$ cat src/sv/fpq_pkg.sv
// ----------------------------------------------------------------------------
// fpq_pkg
// Shared types and constants of the Q16.16 divider pipeline.
// ----------------------------------------------------------------------------
package fpq_pkg;

  // width of the operand and result words
  localparam int unsigned WORD_W   = 32;
  // quotient bits resolved in one pipeline stage
  localparam int unsigned DIV_STEP = 2;

  // control that travels alongside each word through the pipeline
  typedef struct packed {
    logic valid;
    logic neg;
    logic zdiv;
  } fpq_ctrl_t;

endpackage

$ cat src/sv/fpq_prep.sv
// ----------------------------------------------------------------------------
// fpq_prep
// Entry stage: takes operand magnitudes, result sign and the zero check.
// ----------------------------------------------------------------------------
module fpq_prep #(
  parameter int unsigned FRAC_BITS = 16,
  parameter int unsigned TOT_W     = 48
) (
  input  logic                          clk_i,
  input  logic                          rst_ni,
  input  logic                          en_i,
  input  logic                          valid_i,
  input  logic signed [31:0]            dividend_i,
  input  logic signed [31:0]            divisor_i,
  output fpq_pkg::fpq_ctrl_t            ctrl_o,
  output logic [fpq_pkg::WORD_W-1:0]    den_o,
  output logic [TOT_W-1:0]              num_o
);
  import fpq_pkg::*;

  logic [WORD_W-1:0] na, nb;
  fpq_ctrl_t         ctrl_d, ctrl_q;
  logic [WORD_W-1:0] den_q;
  logic [TOT_W-1:0]  num_d, num_q;

  // most negative value maps to 2^31, which fits the unsigned word
  assign na = dividend_i[31] ? (~dividend_i + 32'd1) : dividend_i;
  assign nb = divisor_i[31]  ? (~divisor_i + 32'd1)  : divisor_i;

  always_comb begin
    ctrl_d.valid = valid_i;
    ctrl_d.neg   = dividend_i[31] ^ divisor_i[31];
    ctrl_d.zdiv  = (divisor_i == '0);
    num_d        = TOT_W'(na) << FRAC_BITS;
  end

  always_ff @(posedge clk_i or negedge rst_ni) begin
    if (!rst_ni) begin
      ctrl_q <= '0;
    end else if (en_i) begin
      ctrl_q <= ctrl_d;
    end
  end

  always_ff @(posedge clk_i) begin
    if (en_i) begin
      den_q <= nb;
      num_q <= num_d;
    end
  end

  assign ctrl_o = ctrl_q;
  assign den_o  = den_q;
  assign num_o  = num_q;

endmodule

$ cat config.mk
export PLATFORM = sky130hd
export DESIGN_NAME = fpq_prep
export DESIGN_NICKNAME = d
export VERILOG_FILES = /design/src/sv/fpq_pkg.sv /design/src/sv/fpq_prep.sv
export SDC_FILE = /design/constraint.sdc
export NUM_CORES = 1
export LEC_CHECK = 0
export BUFFER_PORTS_ARGS = -buffer_cell sky130_fd_sc_hd__buf_4
export CORE_ASPECT_RATIO = 0.75
export CORE_MARGIN = 4
export CORE_UTILIZATION = 50
export DETAILED_ROUTE_END_ITERATION = 8
export PLACE_DENSITY_LB_ADDON = 0.25
export SLEW_MARGIN = 20
export SYNTH_ARGS = -nofsm -noshare
export SYNTH_HDL_FRONTEND = slang
export SYNTH_SLANG_ARGS = --single-unit
$ cat constraint.sdc
create_clock -name clk_i -period 2.4 [get_ports clk_i]
set_clock_uncertainty 0.15 [all_clocks]
set_input_delay 0.48 -clock clk_i [delete_from_list [all_inputs] [get_ports clk_i]]
set_output_delay 0.48 -clock clk_i [all_outputs]
set_load 0.01 [all_outputs]
Yosys cells after proc, flatten, opt, wreduce, memory -nomap -nowiden:

Cells that the tools add are included.

* bits in registers: 67
* output and inout bits: 83
* word-level logic and storage cells: 15

* add/subtract/negate cells: 2
* mux-type cells: 2
* bitwise gates (word level): 3
* reductions and logical operators: 1

Operator list (count)
* $add A32 B1 Y32 const B: 2
* $not A32 Y32: 2
* $mux W31: 2
* $logic_not A32 Y1: 1
* $xor A1 B1 Y1: 1

Depth between registers and ports, before layout:

* word-level depth: 3
* mapped depth: 6

Least setup slack after synthesis:

Ideal clock, no wire load.

* kind: input -> register
* start point: in dividend_i[25]
* end point: reg num_q[46], in the netlist num_o[46] (data pin)
* library setup time: 0.263 ns
* data arrival time: 1.749 ns
* required time: 1.987 ns
* setup slack: 0.238 ns
* stages on the path: 4
* path buffers: 0
* cells stage by stage: or4_4 or4_4 o41ai_2 xnor2_1

* word-level cells in the longest chain between the ends: 3

Ends and longest elaborated chain
* start: declaration: line fpq_prep.sv:13 `input logic signed [31:0] dividend_i,`
* $not A32 Y32: line fpq_prep.sv:27 `assign na = dividend_i[31] ? (~dividend_i + 32'd1) : dividend_i;`
* $add A32 B1 Y32: line fpq_prep.sv:27
* $mux W31: line fpq_prep.sv:27
* named net na[30]: line fpq_prep.sv:21 `logic [WORD_W-1:0] na, nb;`
* end signal: assignment: line fpq_prep.sv:48 `num_q <= num_d;`
* end: declaration: line fpq_prep.sv:24 `logic [TOT_W-1:0] num_d, num_q;`

The timed path passes the listed nets, and every way through them passes these cells.
A chain may end at the register's enable or synchronous reset.

Worst setup path in the final report:

* start point: in divisor_i[13]
* end point: reg den_q[29], in the netlist den_o[29] (data pin)

* word-level cells in the longest chain between the ends: 3

Ends and longest elaborated chain
* start: declaration: line fpq_prep.sv:14 `input logic signed [31:0] divisor_i,`
* $not A32 Y32: line fpq_prep.sv:28 `assign nb = divisor_i[31] ? (~divisor_i + 32'd1) : divisor_i;`
* $add A32 B1 Y32: line fpq_prep.sv:28
* $mux W31: line fpq_prep.sv:28
* named net nb[29]: line fpq_prep.sv:21
* end signal: assignment: line fpq_prep.sv:47 `den_q <= nb;`
* end: declaration: line fpq_prep.sv:23 `logic [WORD_W-1:0] den_q;`

The timed path passes the listed nets, and every way through them passes these cells.

==> results.md <==
* Outcome: finished, final reports clean
* Initial antenna violation count at 0
* Worst EP required at roughly 2300 ps
* Global-route wire length before repair at around 14000 um
* Die width at 106 um
* Post-synthesis sequential area ratio at 0.551
* IO Count at around 150
* Number of fill cells at about 530
* Period utilisation layout at 0.877
* Total grt overflow at 0
* Worst path arrival time at ~2000 ps
* Top-area cell type share of the netlist area at 0.531
* Slew headroom at 0.642
* CTS max path bufs at 2
* Port Buffers at approximately 130
* Max VDD drop at between 0.3 and 0.4 mV
* DP Wirelength at around 6900 um
* Pins Over Slew Limit at 0
* Most common library cells after synthesis: 64 x edfxtp_1, 57 x xnor2_1, 21 x nand2_1
* DRC Markers at 0
* Post-DRT Antenna Nets at 0
* CP Class: in2reg
* Starting Density at 0.523
* # rows at 26
* Hold WS at 221 ps
* Antenna diode count at 0
* Power per cell area at 595 nW/um2
* Setup TNS at 0 ps
* Total CTS buffers at 9
* Worst-path clk slew at 70 ps
* Most frequent cell after synthesis: edfxtp_1
* Clock sinks at between 60 and 70
* Final setup violating endpoints at 0
* Fmax at about 0.47 GHz
* Final #Nets at 520
* Post-synth EDFFs at 64
* Worst setup EP type: flop
* Total core area at 6930 um2
* Main flop type after synthesis: edfxtp_1
* Critical Path Start Type: input port
* Starting DRT DRC Count at 186
* Share of layout cells above drive strength 1 at 0.371
* Synth area leader: edfxtp_1
* Yosys reg bits at 67
* Hold Vio Cnt, Final at 0
* Met2 wire length at 4170 um
* Post-Synthesis Cell Area at 3620 um2
* TritonCTS clock tree: done
* Worst Tran Pin Value at ~530 ps
* Die Y at 81.7 um
* Vias per std cell at about 5.3
* CTS HTree Levels at 3
* Distinct cells, synth at 38
* Largest net degree at the start of global routing at 46
* Post-CTS sizing at 0
* Clk_lat worst skew at approximately 320 ps
* Top cells by area, synth: edfxtp_1 53%, xnor2_1 14%, buf_4 3.3%
* Synth warn at 0
* Die area at between 8000 and 9000 um2
* Hold WC Path Type: in2reg
* DRT Pass-1 Iters at 4
* Drt total wl at just over 9000 um
* Wire length on met3 at ~750 um
* Synth Instances at between 200 and 300
* Wl on met1 at a little over 4000 um
* Max capacitance violation total at 0
* Syn Area/Cell at 12.2 um2
* Via count at ~2900
* Post-CTS Hold Buffers at 1
* Highest Signal Layer: met4
* Maximum fanout along the worst path at 6
* Total track usage at 0.211
* Root buffer cell: clkbuf_8
* Lkg Pwr at 0.00189 uW
* Vias in the first global route at 2827
* Tmin final at between 2000 and 2500 ps
* Asr flop ratio synth at 0.0448
* RSZ-0062 raised after global routing: no
* P&R area growth vs syn at 36.9%
* GP Congestion at ~0.86
* Avg WL per Cell at 16.5 um
* Post-CTS setup repair buffer count at 0
-- metrics by stage --
stage	setup slack [ps]	util	cell area [um2]	std cells	total power, uW
global route	108	0.716	4960	551	3080
CTS	323	0.716	4960	551	2980
global placement	51.8	0.688	4770	534	2090
detailed placement	14.5	0.688	4770	534	2100
finish	295	0.716	4960	551	2950
floorplan	238	-	3680	313	1740
-- flip-flops by register name (all words and copies together), names as in the netlist --
register,count
ctrl_o,3
den_o,32
num_o,32
-- worst paths after layout --
path	from	end	slack (ps)	depth (start not counted)
hold reg to reg	ctrl_o[2]	ctrl_o[2]	370	1
max in group asynchronous	rst_ni	ctrl_o[2]	1680	2
setup reg to reg	ctrl_o[2]	ctrl_o[2]	1500	1
min in group asynchronous	rst_ni	ctrl_o[0]	330	2
setup / recovery	divisor_i[13]	den_o[29]	290	6
hold / removal	dividend_i[0]	num_o[16]	220	1
-- cell families after synthesis --
family,after synthesis,synth area share
xor+xnor,59,0.143
simple gates,87,0.146
mux,1,0.00311
other cells,1,0.00104
flops,67,0.551
compound gates,50,0.0950
fa+ha+maj,4,0.0138
buf+inv,29,0.0470
-- power by group --
| group | switching (uW) | total [uW] | internal (uW) |
|---|---|---|---|
| registers | 34.8 | 1460 | 1430 |
| logic | 302 | 616 | 314 |
| clock network | 406 | 875 | 470 |
-- metal layers --
| layer | GRT usage | up-vias |
|---|---|---|
| met1 | 0.292 | 1386 |
| met5 | 0 | - |
| met2 | 0.334 | 131 |
| met3 | 0.0526 | 6 |
| li1 | - | 1400 |
| met4 | 0.0595 | 0 |
-- layout make-up --
type	instances	area [um2]	area share
Multi-Input combinational cell	217	1510	0.305
Tap cell	98	123	0.0247
Clock buffer	10	128	0.0257
Timing Repair Buffer	148	1130	0.227
Sequential cell	67	2000	0.403
Clock inverter	6	56.3	0.0114
Inverter	5	18.8	0.00378
-- worst max-delay path: stages --
cell,delay (ps)
buf_4,120
nor4_2,520
nand3_1,200
buf_4,210
o41ai_1,340
xnor2_1,130
-- placed cells by master (no fill, tap or decap), drive strengths merged, types with 2 or more instances in the layout --
cell type  count
nand4          6
or2            2
o41ai         12
ha             4
xor2           2
dfrtp          3
or4            6
nor3b          2
conb          16
o21ai         22
clkinv         3
nand3         10
nand2b         3
nor2           6
inv            5
clkbuf        10
edfxtp        64
nand4b         2
xnor2         57
or3            3
nand2         21
o31ai         13
clkinvlp       2
nand3b         3
buf          147
nor4          17
nor3           5
Power figures use the tool's default switching activity.
