$ cat config.mk
export PLATFORM = sky130hd
export DESIGN_NAME = fpq_post
export DESIGN_NICKNAME = d
export VERILOG_FILES = /design/src/sv/fpq_pkg.sv /design/src/sv/fpq_post.sv
export SDC_FILE = /design/constraint.sdc
export NUM_CORES = 1
export LEC_CHECK = 0
export ABC_AREA = 1
export BUFFER_PORTS_ARGS = -buffer_cell sky130_fd_sc_hd__buf_2
export CAP_MARGIN = 10
export CORE_MARGIN = 1.5
export CORE_UTILIZATION = 35
export CTS_CLUSTER_DIAMETER = 40
export DETAILED_ROUTE_END_ITERATION = 12
export GPL_TIMING_DRIVEN = 0
export SLEW_MARGIN = 40
export SYNTH_ARGS = -nofsm -noshare
export SYNTH_HDL_FRONTEND = slang
export SYNTH_SLANG_ARGS = --single-unit
$ cat constraint.sdc
create_clock -name clk_i -period 0.8 [get_ports clk_i]
set_input_delay 0.04 -clock clk_i [delete_from_list [all_inputs] [get_ports clk_i]]
set_output_delay 0.04 -clock clk_i [all_outputs]
set_load 0.005 [all_outputs]
$ cat src/sv/fpq_pkg.sv
// ----------------------------------------------------------------------------
// fpq_pkg
// Shared types and constants of the Q16.16 divider pipeline.
// ----------------------------------------------------------------------------
package fpq_pkg;

  // width of the operand and result words
  localparam int unsigned WORD_W   = 32;
  // quotient bits resolved in one pipeline stage
  localparam int unsigned DIV_STEP = 2;

  // control that travels alongside each word through the pipeline
  typedef struct packed {
    logic valid;
    logic neg;
    logic zdiv;
  } fpq_ctrl_t;

endpackage

$ cat src/sv/fpq_post.sv
// ----------------------------------------------------------------------------
// fpq_post
// Exit stage: overflow check, sign restore and the output register.
// ----------------------------------------------------------------------------
module fpq_post #(
  parameter int unsigned TOT_W = 48
) (
  input  logic                 clk_i,
  input  logic                 rst_ni,
  input  logic                 en_i,
  input  fpq_pkg::fpq_ctrl_t   ctrl_i,
  input  logic [TOT_W-1:0]     num_i,
  output logic                 valid_o,
  output logic signed [31:0]   quotient_o,
  output logic                 overflowed_o,
  output logic                 zero_divisor_o
);
  import fpq_pkg::*;

  logic              valid_q;
  logic [WORD_W-1:0] quot_d, quot_q;
  logic              ovf_d, ovf_q, zdiv_q;
  logic              ovf_pos, ovf_neg;

  // positive result tops out at 2^31-1, negative one at 2^31
  assign ovf_pos = |num_i[TOT_W-1:31];
  assign ovf_neg = (|num_i[TOT_W-1:32]) | (num_i[31] & (|num_i[30:0]));

  always_comb begin
    if (ctrl_i.zdiv) begin
      quot_d = '0;
      ovf_d  = 1'b0;
    end else begin
      quot_d = ctrl_i.neg ? (~num_i[WORD_W-1:0] + 32'd1) : num_i[WORD_W-1:0];
      ovf_d  = ctrl_i.neg ? ovf_neg : ovf_pos;
    end
  end

  always_ff @(posedge clk_i or negedge rst_ni) begin
    if (!rst_ni) begin
      valid_q <= 1'b0;
    end else if (en_i) begin
      valid_q <= ctrl_i.valid;
    end
  end

  always_ff @(posedge clk_i) begin
    if (en_i) begin
      quot_q <= quot_d;
      ovf_q  <= ovf_d;
      zdiv_q <= ctrl_i.zdiv;
    end
  end

  assign valid_o        = valid_q;
  assign quotient_o     = quot_q;
  assign overflowed_o   = ovf_q;
  assign zero_divisor_o = zdiv_q;

endmodule

== Yosys cells after proc, flatten, opt, wreduce, memory -nomap -nowiden ==
Cells that the tools add are included.
Operators by class
  $add $sub $neg: 1
  mux-type cells: 2
  bitwise logic cells: 3
  reduce and logical (&&, ||, !) cells: 3
Operators with widths (count)
  $add 32x1->32 const B: 1
  $mux 32: 1
  $not 32->32: 1
  $reduce_or 31->1: 1
  $reduce_or 17->1: 1
  $reduce_or 16->1: 1
  $and 1x1->1: 1
  $mux 1: 1
  $or 1x1->1: 1
Storage, ports and cells
  flip-flop bits (word level): 35
  input bits: 54
  output and inout port bits: 35

== Longest topological paths before layout ==
  depth after elaboration: 4
  mapped depth: 10
  gate-level depth less buffers: 10

== Worst setup path before layout ==
Ideal clock, no wire load.
  path kind: input port to flip-flop
  start: in num_i[0]
  end: reg quot_q[20] (netlist: quotient_o[20]) (data pin)
  setup time: 0.253 ns
  arrival time: 0.941 ns
  required time: 0.547 ns
  slack: -0.394 ns
  cell stages on the path: 9
  path buffers: 0
  cell sequence: inv_1 > ha_1 > nand2_2 > nor2_8 > nand2_1 > o21ai_2 > nand2_1 > nand2_1 > nor2_1
On the way
  word-level cells in the longest chain between the ends: 3
Ends and longest elaborated chain
  start: declaration: line fpq_post.sv:12  | input logic [TOT_W-1:0] num_i,
  $not 32->32: line fpq_post.sv:34  | quot_d = ctrl_i.neg ? (~num_i[WORD_W-1:0] + 32'd1) : num_i[WORD_W-1:0];
  $add 32x1->32: line fpq_post.sv:34
  $mux 32: line fpq_post.sv:34
  end signal: assignment: line fpq_post.sv:49  | quot_q <= quot_d;
  end: declaration: line fpq_post.sv:21  | logic [WORD_W-1:0] quot_d, quot_q;
No other way between the ends.
A chain may end at the register's enable or synchronous reset.

== Worst setup path in the final report ==
  start: in num_i[0]
  end: reg quot_q[21] (netlist: quotient_o[21]) (data pin)
Same word-level chain as after synthesis.

==> run metrics <==
post-route fraction of the period consumed by the critical path 1.203; headroom to the max-slew limit 0.6869; IR drop worst, VDD 0.7854 mV; clock tree from TritonCTS done; level count of the clock H-tree 2; predominant post-synthesis flop cell edfxtp_1; async set-reset flop share out of synthesis 0.02857; overall global routing resource usage 0.2035; nature of the critical path startpoint input port; portion of netlist area occupied by mux cells 0.004921; number of DRC markers after the initial detailed-route iteration 112; final global-route overflow total 0; synthesized area 2288 um^2; top cell type by total area after synthesis edfxtp_1; growth of design area from synthesis to finish 51.83%; Worst Slack Setup Final -0.1621 ns; number of buffers added by the clock tree synthesis step 5; worst setup slack before clock tree synthesis -0.5496 ns; number of global-route vias before repair 2338; Post-Synthesis Net Count 360; violated checks negative setup slack; I/O pin count 89; Pwr Total 0.004632 W; synthesized-area fraction occupied by ao, oa, aoi and oai cells 0.09677; number of nets in the layout 464; routability congestion estimate from global placement 0.8079; Antenna diodes 0; pin count of the biggest net entering global routing 36; global-route wire length before repair 11300 um; number of antenna violations at the first check in global routing 0; insertion delay of the later-clocked pin in the worst-skew pair 0.29 ns; remaining design rule violation count 0; die area 7033 um^2; yosys warns 0; min cycle time layout 0.9621 ns; CP required 0.85 ns; final setup TNS -3.136 ns; TritonCTS Sinks 35; count of flip-flops with a built-in enable after synthesis 34; unrepaired setup endpoints after global routing yes; Final Hold Vio Count 0; share of post-route cells with drive strength above 1 0.5220; Pre-antenna DRT Iters 4; adder-cell share of the synthesized area 0.005467; Die Height 83.86 um; root buffer cell clkbuf_8; ranking of synthesized cells by area edfxtp_1 45%, nor2_1 11%, nand2_1 11%; routed via count 2382; total wirelength of the detailed-routed design 6943 um; row cnt 29; Pins Over Slew Limit 0; part of the Yosys area used for sequential elements 0.4571; number of flip-flops and latches in the synthesized netlist 35; fraction of the mapped netlist area in simple logic gates 0.3674; top cells by instance count after synthesis 70 x nor2_1, 68 x nand2_1, 34 x edfxtp_1; initial core utilization 0.3604; combinational family with the most area after synthesis simple AND/OR/NAND/NOR gates; pwr dens 1333 nW/um^2; fraction of synthesized cell area in xor and xnor cells 0; per-instance average area after synthesis 7.503 um^2; arrival time reported for the critical path endpoint 1.02 ns; Hold WS 0.06057 ns; clk_skew 0 ns; number of setup violations in the final report 63; class of the tightest hold or removal check in2async; via density per instance 4.891; placed wire-length estimate 5129 um; standard cell core area 6350 um^2; Max-Cap Viols 0; Mapped Cells 305; unique cell type count in the Yosys netlist 29; width of the die 83.86 um; most frequently used cell type in the post-synthesis netlist nor2_1; static leakage 1.486 nW; worst setup path class in2reg; count of input and output buffers 87; top fanout value on the critical path 4; share of Yosys cell area claimed by the top area cell type 0.4461; maximum buffer depth of the clock tree 2; status finished with violations; wire per inst 14.26 um; actual slew at the worst max-slew pin 0.4697 ns; clock transition at the registers of the reported paths 0.07 ns; nature of the critical path endpoint flop; maximum frequency from static timing analysis 1039 MHz; number of nets with antenna violations after routing 0
[worst max-delay path, cell delays in order]
cell and delay (ns):
buf_6 0.09, clkinvlp_4 0.09, buf_4 0.13, nand3_4 0.10, nor2_4 0.15, nand2_2 0.08, nand2_4 0.10, nand3_2 0.08
nor2_1 0.10, nor2_1 0.05
[worst paths after layout]
check,start,end,slack [ns],cells after the start
hold reg to reg,valid_o,valid_o,0.51,1
min in group clk_i,num_i[8],quotient_o[8],0.07,3
setup reg to reg,valid_o,valid_o,0.06,1
setup / recovery,num_i[0],quotient_o[21],-0.16,10
max in group asynchronous,rst_ni,valid_o,0.65,2
hold / removal,rst_ni,valid_o,0.06,2
[sequential cells by signal (all words and copies together), names as in the netlist]
register and cells:
quotient_o 32, overflowed_o 1, valid_o 1, zero_divisor_o 1
[timing repair]
| item | 4_1_cts | 5_1_grt |
|---|---|---|
| gates cloned | 0 | 0 |
| setup endpoints to repair | 62 | 63 |
| endpoints found under the hold margin | 2 | 0 |
| setup buffers | 4 | 4 |
| resized for setup | 47 | 70 |
| pin swaps | 13 | 20 |
| hold buffers | 2 | 0 |
[area by class of cell]
cell class              instances  area [um^2]
multi-input cells             233         1518
well taps                      77        96.34
clock buffers                   6        72.57
inverters                      31        123.9
repair buffers                 97        559.3
flip-flops and latches         35         1046
fillers                       617         2875
plain buffers                   6        46.29
clock inverters                 2        12.51
[logic make-up after synthesis]
kind of cell             count (synthesis)
AO/OA/AOI/OAI                           43
buffers and inverters                   37
adder cells (fa/ha/maj)                  1
AND/OR/NAND/NOR                        188
flip-flops                              35
multiplexers                             1
[layout by cell type (no fill, tap or decap), types with 3 or more instances in the layout]
| cell | instances |
|---|---|
| a21oi_1 | 16 |
| buf_6 | 5 |
| o21ai_0 | 4 |
| edfxtp_1 | 34 |
| nand3_1 | 10 |
| buf_4 | 12 |
| a21oi_2 | 9 |
| nor2_4 | 18 |
| clkbuf_8 | 6 |
| nand3_2 | 8 |
| nor4_1 | 4 |
| o21ai_1 | 5 |
| nor2_2 | 15 |
| inv_2 | 5 |
| o21ai_4 | 3 |
| nand3_4 | 5 |
| o21ai_2 | 5 |
| nor2_1 | 43 |
| inv_1 | 23 |
| nand2_1 | 46 |
| nand2_2 | 22 |
| nand2_4 | 8 |
| buf_2 | 82 |
[routing by layer]
layer	track usage	vias up	part of all wire
met1	0.2791	1095	0.46
li1	-	1224	-
met3	0.03462	9	0.035
met5	0	-	0
met2	0.3299	54	0.49
met4	0.06110	0	0.013
[where the power goes]
group / internal [W] / switching (W)
combinational: 0.000460 / 0.000651
sequential: 0.00219 / 0.0000323
clock: 0.000609 / 0.000687
[stage by stage]
stage / instance area, um^2 / std cells / util
after floorplan: 2374 / 305 / -
after global placement: 2905 / 469 / 0.4575
after detailed placement: 2905 / 469 / 0.4575
after CTS: 3197 / 483 / 0.5034
after global routing: 3475 / 487 / 0.5472
final: 3475 / 487 / 0.5472
Note: power is estimated with default switching activity, not from simulation.
