`config.mk`:
```
export PLATFORM = sky130hd
export DESIGN_NAME = fpq_div_stage
export DESIGN_NICKNAME = d
export VERILOG_FILES = /design/src/sv/fpq_pkg.sv /design/src/sv/fpq_div_stage.sv
export SDC_FILE = /design/constraint.sdc
export NUM_CORES = 1
export LEC_CHECK = 0
export BUFFER_PORTS_ARGS = -buffer_cell sky130_fd_sc_hd__buf_2
export CAP_MARGIN = 20
export CORE_MARGIN = 2
export CORE_UTILIZATION = 53
export DETAILED_ROUTE_END_ITERATION = 10
export HOLD_SLACK_MARGIN = 0.02
export PLACE_DENSITY = 0.82
export SLEW_MARGIN = 20
export SYNTH_ARGS = -nofsm -noshare
export SYNTH_HDL_FRONTEND = slang
export SYNTH_SLANG_ARGS = --single-unit
export TNS_END_PERCENT = 50
```
`constraint.sdc`:
```
create_clock -name clk_i -period 0.91 [get_ports clk_i]
set_input_delay 0.1365 -clock clk_i [delete_from_list [all_inputs] [get_ports clk_i]]
set_output_delay 0.1365 -clock clk_i [all_outputs]
set_load 0.01 [all_outputs]
```
`src/sv/fpq_pkg.sv`:
```
// ----------------------------------------------------------------------------
// fpq_pkg
// Shared types and constants of the Q16.16 divider pipeline.
// ----------------------------------------------------------------------------
package fpq_pkg;

  // width of the operand and result words
  localparam int unsigned WORD_W   = 32;
  // quotient bits resolved in one pipeline stage
  localparam int unsigned DIV_STEP = 2;

  // control that travels alongside each word through the pipeline
  typedef struct packed {
    logic valid;
    logic neg;
    logic zdiv;
  } fpq_ctrl_t;

endpackage

```
`src/sv/fpq_div_stage.sv`:
```
// ----------------------------------------------------------------------------
// fpq_div_stage
// One restoring division stage: resolves DIV_STEP quotient bits.
// ----------------------------------------------------------------------------
module fpq_div_stage #(
  parameter int unsigned TOT_W = 48
) (
  input  logic                          clk_i,
  input  logic                          rst_ni,
  input  logic                          en_i,
  input  fpq_pkg::fpq_ctrl_t            ctrl_i,
  input  logic [fpq_pkg::WORD_W-1:0]    den_i,
  input  logic [fpq_pkg::WORD_W-1:0]    rem_i,
  input  logic [TOT_W-1:0]              num_i,
  output fpq_pkg::fpq_ctrl_t            ctrl_o,
  output logic [fpq_pkg::WORD_W-1:0]    den_o,
  output logic [fpq_pkg::WORD_W-1:0]    rem_o,
  output logic [TOT_W-1:0]              num_o
);
  import fpq_pkg::*;

  fpq_ctrl_t         ctrl_q;
  logic [WORD_W-1:0] den_q, rem_d, rem_q;
  logic [TOT_W-1:0]  num_d, num_q;

  // numerator bits shift out at the top, quotient bits shift in at the bottom
  always_comb begin
    logic [WORD_W:0]   t;
    logic [WORD_W:0]   diff;
    logic              ge;
    rem_d = rem_i;
    num_d = num_i;
    for (int i = 0; i < DIV_STEP; i++) begin
      t     = {rem_d, num_d[TOT_W-1]};
      diff  = t - {1'b0, den_i};
      ge    = (t >= {1'b0, den_i});
      rem_d = ge ? diff[WORD_W-1:0] : t[WORD_W-1:0];
      num_d = {num_d[TOT_W-2:0], ge};
    end
  end

  always_ff @(posedge clk_i or negedge rst_ni) begin
    if (!rst_ni) begin
      ctrl_q <= '0;
    end else if (en_i) begin
      ctrl_q <= ctrl_i;
    end
  end

  always_ff @(posedge clk_i) begin
    if (en_i) begin
      den_q <= den_i;
      rem_q <= rem_d;
      num_q <= num_d;
    end
  end

  assign ctrl_o = ctrl_q;
  assign den_o  = den_q;
  assign rem_o  = rem_q;
  assign num_o  = num_q;

endmodule

```
==> flow_metrics.env, run 1 <==
export IMPL_postSynthAreaPerCell_um2=10.4
export IMPL_numCtsBuffers=17
export IMPL_synth_nets=913
export IMPL_io_buffers=232
export IMPL_error="[ERROR DPL-0033] detailed placement checks failed during check placement."
export IMPL_synth_seq_area_share_pct=45.4
export IMPL_synth_seq_cells=115
export IMPL_dp_hpwl_um=18800
export IMPL_syn_inst=729
export IMPL_cts_sinks=115
export IMPL_htree_num_levels=4
export IMPL_synthDistinctLibCells=63
export IMPL_stop_stage="clock tree synthesis (4_1_cts)"
export IMPL_synthTopCellsByArea="edfxtp_1 (44%), ha_1 (11%), a21oi_1 (4.8%), xnor2_1 (3.7%), o21ai_0 (3.5%)"
export IMPL_io_pins=233
export IMPL_syn_area_mm2=0.00758
export IMPL_die_height_um=124
export IMPL_die_x_um=124
export IMPL_gp_congestion=0.988
export IMPL_yosys_top_cells_count="edfxtp_1 (112), a21oi_1 (73), ha_1 (64)"
export IMPL_placed_area_mm2=0.0111
export IMPL_async_reset_ff_share_pct=2.61
export IMPL_synth_top_area_share_pct=44.4
export IMPL_status="stopped before the end"
export IMPL_synth_edff_count=112
export IMPL_row_count=43
export IMPL_initial_core_util_pct=54.4
export IMPL_synth_most_common_cell="edfxtp_1"
export IMPL_cts_buffer_depth=2
export IMPL_synth_flop_cell="edfxtp_1"
export IMPL_ys_warn_count=0
export IMPL_post_cts_resized=185
export IMPL_post_cts_buffers=43
export IMPL_clockRootBuffer="clkbuf_16"
export IMPL_postCtsHoldBufs=83
export IMPL_synth_top_cell_by_area="edfxtp_1"
kinds of logic after synthesis:
group | count (synthesis) | share of synthesized area (%)
AOI/OAI and AO/OA | 225 | 18.9
and+or+nand+nor | 179 | 11.2
buffers and inverters | 66 | 3.60
adders and majority gates | 66 | 11.1
DFF | 115 | 45.4
xor gates and xnor gates | 51 | 5.89
muxes | 27 | 3.99
per-stage QoR:
step | TNS (ns) | setup WS (ns) | hold slack (ns) | cells
3_5_place_dp | -145.29 | -4.46 | -0.0643 | 1374
3_3_place_gp | -141.28 | -4.34 | -0.0675 | 1374
2_1_floorplan | -118.56 | -3.63 | -0.159 | 729
==> inputs of run 2 (changes only) <==
--- a/config.mk
+++ b/config.mk
@@ -8,10 +8,9 @@
 export BUFFER_PORTS_ARGS = -buffer_cell sky130_fd_sc_hd__buf_2
 export CAP_MARGIN = 20
 export CORE_MARGIN = 2
-export CORE_UTILIZATION = 53
+export CORE_UTILIZATION = 40
 export DETAILED_ROUTE_END_ITERATION = 10
-export HOLD_SLACK_MARGIN = 0.02
-export PLACE_DENSITY = 0.82
+export PLACE_DENSITY_LB_ADDON = 0.15
 export SLEW_MARGIN = 20
 export SYNTH_ARGS = -nofsm -noshare
 export SYNTH_HDL_FRONTEND = slang
==> run 2 against run 1 <==
Compared with the run above: the flow now finishes, with violations (negative setup slack); synthesized cell count stayed put; synthesized area stayed put.
==> flow_metrics.env, run 2 <==
export IMPL_critPathMaxFanout=6
export IMPL_max_cap_violations=0
export IMPL_max_freq_mhz=217
export IMPL_drt_initial_drc_count=542
export IMPL_antenna_found_initial=1
export IMPL_routed_via_density=5.14
export IMPL_relSlewSlack_pct=69.7
export IMPL_power_share_clock_pct=24.2
export IMPL_synth_most_common_cell="edfxtp_1"
export IMPL_fin_ws_ns=-3.70
export IMPL_syn_to_final_growth_pct=94.7
export IMPL_hold_path_class="primary input to async pin"
export IMPL_largest_reg_flops=48
export IMPL_grt_overflow=0
export IMPL_drive_above_1_share_pct=58.8
export IMPL_synth_top_cell_by_area="edfxtp_1"
export IMPL_multi_input_area_mm2=0.00521
export IMPL_gp_congestion=0.957
export IMPL_cts_tree="built"
export IMPL_finClkSkew_ns=0
export IMPL_violations="negative setup slack"
export IMPL_placed_area_mm2=0.0113
export IMPL_cts_sinks=115
export IMPL_startpoint_type="primary input"
export IMPL_grt_pass1_wl_um=43000
export IMPL_layout_commonest_cell="buf_4"
export IMPL_ir_drop_mv=1.40
export IMPL_seqPwrFrac_pct=25.5
export IMPL_die_x_um=142
export IMPL_htree_num_levels=4
export IMPL_status="complete, but fails checks"
export IMPL_combPwrFrac_pct=50.3
export IMPL_initial_core_util_pct=40.7
export IMPL_io_buffers=232
export IMPL_design_area_mm2=0.0148
export IMPL_fillers=1168
export IMPL_ys_warn_count=0
export IMPL_intPower_mw=18.5
export IMPL_cts_buffer_depth=2
export IMPL_grt_start_max_net_pins=34
export IMPL_fin_setup_tns_ns=-138.62
export IMPL_r2r_start="ctrl_o[1]"
export IMPL_synth_top_area_share_pct=44.4
export IMPL_dieArea_mm2=0.0201
export IMPL_timing_hold_ws_ns=0.0790
export IMPL_synth_flop_cell="edfxtp_1"
export IMPL_rsz0062_at_grt="true"
export IMPL_pre_cts_slack_ns=-4.44
export IMPL_die_height_um=142
export IMPL_syn_area_mm2=0.00758
export IMPL_instances_no_fill=1649
export IMPL_synthDistinctLibCells=63
export IMPL_vias=8478
export IMPL_net_switching_power_mw=9.37
export IMPL_worstPathArrival_ns=4.79
export IMPL_hold_violations=0
export IMPL_fin_nets=1586
export IMPL_fin_crit_ns=4.61
export IMPL_reg2reg_depth=1
export IMPL_wl_per_cell_um=17.5
export IMPL_fin_util_pct=79.2
export IMPL_io_pins=233
export IMPL_cp_required_ns=1.10
export IMPL_grt_use_total_pct=27.5
export IMPL_syn_inst=729
export IMPL_r2r_end="ctrl_o[1]"
export IMPL_power_mw=27.9
export IMPL_mostFrequentLayoutCells="buf_4 (324), buf_2 (214), edfxtp_1 (112), dlygate4sd3_1 (82)"
export IMPL_ant_nets=0
export IMPL_numCtsBuffers=17
export IMPL_synth_seq_cells=115
export IMPL_power_density_mw_per_mm2=1890
export IMPL_regArea_mm2=0.00344
export IMPL_worstMarginPinSlew_ns=0.454
export IMPL_dp_hpwl_um=18400
export IMPL_synth_nets=913
export IMPL_drt_wl_total_um=28800
export IMPL_reg2reg_slack_ns=0.16
export IMPL_fin_crit_sh_pct=506
export IMPL_clk_latency_ns=0.42
export IMPL_yosys_top_cells_count="edfxtp_1 (112), a21oi_1 (73), ha_1 (64)"
export IMPL_coreArea_mm2=0.0186
export IMPL_postSynthAreaPerCell_um2=10.4
export IMPL_swShare_pct=33.6
export IMPL_synth_edff_count=112
export IMPL_row_count=50
export IMPL_drc=0
export IMPL_synth_seq_area_share_pct=45.4
export IMPL_slew_viol_final=0
export IMPL_post_place_cells=1455
export IMPL_crit_type="primary input to register"
export IMPL_synthTopCellsByArea="edfxtp_1 (44%), ha_1 (11%), a21oi_1 (4.8%), xnor2_1 (3.7%), o21ai_0 (3.5%)"
export IMPL_p_leak_nw=6.61
export IMPL_drtPass1Iterations=5
export IMPL_clockRootBuffer="clkbuf_16"
export IMPL_grt_pass1_vias=8550
export IMPL_setup_violations=149
export IMPL_async_reset_ff_share_pct=2.61
export IMPL_worstSetupEndpointType="register"
export IMPL_clk_pin_slew_worst_paths_ns=0.06
==> run 2: cell counts after synthesis <==
Identical to the previous run, type by type.
==> run 2: metal layers <==
layer	up-vias	track usage, %	part of all wire, %
li1	4089	-	-
met1	4006	32.5	40
met2	317	49.0	51
met3	66	5.10	5.8
met4	0	11.8	3.6
met5	-	0	0
==> run 2: cell families (layout without fill, tap and decap cells) <==
group           Yosys count  in the layout  share of synthesized area [%]
compound gates          225            226                           18.9
simple gates            179            179                           11.2
flops                   115            115                           45.4
fa+ha+maj                66             66                           11.1
buf+inv                  66            750                           3.60
xor+xnor                 51             51                           5.89
mux                      27             27                           3.99
other cells               0              1                              0
==> run 2: critical path, cell delays in order <==
cell       delay (ns)
buf_8            0.08
inv_6            0.03
ha_4             0.25
and3_4           0.21
nand2_4          0.05
or4_4            0.53
o22a_1           0.23
buf_6            0.14
o2111ai_4        0.09
a31oi_4          0.20
buf_6            0.19
o21ai_1          0.25
ha_2             0.39
buf_4            0.17
nand3_1          0.15
a31o_4           0.20
nand3_4          0.09
a21oi_4          0.21
nor2_4           0.05
o211ai_1         0.30
o211ai_4         0.20
buf_12           0.19
buf_16           0.15
mux2_4           0.29
==> run 2: worst max path at each step <==
stage / startpoint / to / slack, ns / cells after the start
6_report: den_i[25] / rem_o[25] / -3.70 / 24
5_1_grt: den_i[5] / rem_o[19] / -3.79 / 24
4_1_cts: rem_i[6] / rem_o[20] / -3.61 / 23
3_5_place_dp: den_i[27] / rem_o[1] / -4.44 / 20
3_3_place_gp: num_i[47] / rem_o[11] / -4.41 / 23
2_1_floorplan: den_i[27] / rem_o[30] / -3.63 / 23
==> run 2: what timing repair did <==
action,4_1_cts,5_1_grt
gates cloned,7,0
endpoints found under the setup margin,149,149
buffers inserted,64,15
hold buffers,82,0
gates resized for setup,212,107
pin swaps,62,58
endpoints found under the hold margin,84,0
==> run 2: area by class of cell <==
type | instances | share of cell area (%)
Clock buffer | 17 | 2.88
Inverter | 50 | 1.59
Antenna cell | 1 | 0.0170
Sequential cell | 115 | 23.3
Timing Repair Buffer | 669 | 33.9
Multi-Input combinational cell | 549 | 35.3
Clock inverter | 14 | 1.05
Tap cell | 234 | 1.98
==> run 2: power groups by stage <==
| stage | clock network, mW | logic (mW) | registers, mW |
|---|---|---|---|
| global placement | 0 | 9.78 | 7.21 |
| finish | 6.75 | 14.0 | 7.10 |
| floorplan | 0 | 4.84 | 7.63 |
| CTS | 6.84 | 12.7 | 7.10 |
| global route | 7.10 | 14.9 | 7.17 |
| detailed placement | 0 | 9.91 | 7.19 |
Note: power is estimated with default switching activity, not from simulation.
==> inputs of run 3 (changes only) <==
--- a/config.mk
+++ b/config.mk
@@ -5,11 +5,11 @@
 export SDC_FILE = /design/constraint.sdc
 export NUM_CORES = 1
 export LEC_CHECK = 0
-export BUFFER_PORTS_ARGS = -buffer_cell sky130_fd_sc_hd__buf_2
 export CAP_MARGIN = 20
 export CORE_MARGIN = 2
 export CORE_UTILIZATION = 40
 export DETAILED_ROUTE_END_ITERATION = 10
+export DONT_BUFFER_PORTS = 1
 export PLACE_DENSITY_LB_ADDON = 0.15
 export SLEW_MARGIN = 20
 export SYNTH_ARGS = -nofsm -noshare
==> run 3 against run 2 <==
Compared with the run above: the run ends with negative hold slack, negative setup slack left; clock skew unchanged; critical path depth is 4 higher; global-route usage is 2.9 points lower; via count shrank 14%; total power down 5.6%; worst hold slack worse by 0.26 ns; count of clock-buffer cells in the layout unchanged; setup slack worse by 0.013 ns; sequential cell count stayed put; die area unchanged; non-clock buffer count fell by 290; largest cell class unchanged; largest power group unchanged.
==> flow_metrics.env, run 3 (synthesis gave the netlist of run 2 again) <==
export IMPL_status="complete, but fails checks"
export IMPL_violations="negative hold slack, negative setup slack"
export IMPL_io_pins=233
export IMPL_reg2reg_depth=1
export IMPL_critPathMostFrequentCell="buf_12"
export IMPL_wl_met1_um=10800
export IMPL_clockRootBuffer="clkbuf_16"
export IMPL_routed_via_density=5.39
export IMPL_ir_drop_mv=1.36
export IMPL_hold_violations=113
export IMPL_worstMarginPinSlew_ns=0.484
export IMPL_drive_above_1_share_pct=45.3
export IMPL_coreArea_mm2=0.0186
export IMPL_drtPass1Iterations=5
export IMPL_crit_start="den_i[13]"
export IMPL_startpoint_type="primary input"
export IMPL_critPathSlowestCell="or4_4"
export IMPL_cts_tree="built"
export IMPL_met2_length_um=13200
export IMPL_numCtsBuffers=17
export IMPL_timing_hold_ws_ns=-0.184
export IMPL_die_x_um=142
export IMPL_grt_pass1_vias=7350
export IMPL_fin_crit_ns=4.62
export IMPL_critPathMaxFanout=7
export IMPL_power_density_mw_per_mm2=2040
export IMPL_worstPathArrival_ns=4.79
export IMPL_rsz0062_at_grt="true"
export IMPL_post_place_cells=1183
export IMPL_grt_pass1_wl_um=38000
export IMPL_fin_ws_ns=-3.71
export IMPL_dp_hpwl_um=17700
export IMPL_r2r_end="ctrl_o[1]"
export IMPL_row_count=50
export IMPL_fin_crit_sh_pct=508
export IMPL_clk_pin_slew_worst_paths_ns=0.06
export IMPL_instances_no_fill=1358
export IMPL_worstSetupEndpointType="register"
export IMPL_drt_initial_drc_count=371
export IMPL_met3WireLength_um=1520
export IMPL_setup_violations=149
export IMPL_drt_wl_total_um=26000
export IMPL_cts_buffer_depth=2
export IMPL_highest_layer="met4"
export IMPL_layout_commonest_cell="buf_4"
export IMPL_reg2reg_slack_ns=0.09
export IMPL_vias=7315
export IMPL_crit_type="primary input to register"
export IMPL_syn_to_final_growth_pct=70.2
export IMPL_min_path_cells=0
export IMPL_antenna_found_initial=0
export IMPL_postCtsHoldBufs=84
export IMPL_max_freq_mhz=216
export IMPL_finClkSkew_ns=0
export IMPL_htree_num_levels=4
export IMPL_fin_nets=1295
export IMPL_r2r_start="ctrl_o[1]"
export IMPL_largest_reg_flops=48
export IMPL_grt_overflow=0
export IMPL_hold_path_class="primary input to register"
export IMPL_slew_viol_final=0
export IMPL_drc=0
export IMPL_initial_core_util_pct=40.7
export IMPL_relSlewSlack_pct=67.5
export IMPL_p_leak_nw=5.39
export IMPL_io_buffers=0
export IMPL_grt_start_max_net_pins=116
export IMPL_wl_per_cell_um=19.2
export IMPL_gp_congestion=0.858
export IMPL_endpoint="rem_o[5]"
export IMPL_grt_use_total_pct=24.6
export IMPL_crit_path_max_incr_delay_ns=0.42
export IMPL_antenna_cells=0
export IMPL_cts_sinks=115
export IMPL_cp_required_ns=1.08
export IMPL_clk_latency_ns=0.41
export IMPL_dieArea_mm2=0.0201
export IMPL_max_cap_violations=0
export IMPL_mostFrequentLayoutCells="buf_4 (264), edfxtp_1 (112), dlygate4sd3_1 (84), nand2_1 (50), a21oi_1 (47)"
export IMPL_die_height_um=142
export IMPL_ant_nets=0
==> run 3: critical path, delay by kind of cell <==
kind,cells,cell delay [ns]
compound gates,12,2.01
buf+inv,9,1.28
simple gates,5,0.84
fa+ha+maj,2,0.52
==> run 3: layout make-up <==
cell class	count	area (µm²)
clock buffers	17	425
clock inverters	15	171
fillers	1425	5740
inverters	50	230
multi-input cells	548	5020
flip-flops and latches	115	3440
well taps	234	293
repair buffers	379	3320
==> run 3: worst min path at each step <==
stage,from,to,slack [ns]
2_1_floorplan,rst_ni,ctrl_o[0],-0.16
3_3_place_gp,rst_ni,ctrl_o[1],-0.16
3_5_place_dp,rst_ni,ctrl_o[2],-0.16
4_1_cts,en_i,den_o[20],-0.19
5_1_grt,en_i,rem_o[20],-0.20
6_report,en_i,rem_o[20],-0.18
==> run 3: power by group <==
group,total [mW],switching (mW),internal (mW)
Combinational,11.8,5.33,6.47
Sequential,7.68,0.743,6.93
Clock,6.82,2.72,4.11
Total,26.3,8.79,17.5
==> run 3: routing by layer <==
layer	track usage, %	vias to the layer above
li1	-	3506
met1	29.4	3521
met2	43.0	254
met3	6.01	34
met4	9.11	0
met5	0	-
==> run 3: timing repair <==
| action | in CTS | in global routing |
|---|---|---|
| gates cloned | 4 | 0 |
| setup buffers | 34 | 23 |
| pin swaps | 35 | 46 |
| setup endpoints to repair | 149 | 149 |
| resized for setup | 136 | 100 |
| endpoints found under the hold margin | 197 | 115 |
==> run 3: through the flow <==
step / util (%) / power (mW) / TNS, ns / setup slack [ns] / cell area, µm²
4_1_cts: 65.8 / 25.2 / -130.62 / -3.73 / 12300
3_3_place_gp: 53.0 / 15.8 / -141.47 / -4.31 / 9870
3_5_place_dp: 53.0 / 15.9 / -142.93 / -4.36 / 9870
2_1_floorplan: - / 12.5 / -118.56 / -3.63 / 7880
6_report: 69.2 / 26.3 / -128.57 / -3.71 / 12900
5_1_grt: 69.2 / 27.5 / -136.08 / -3.88 / 12900
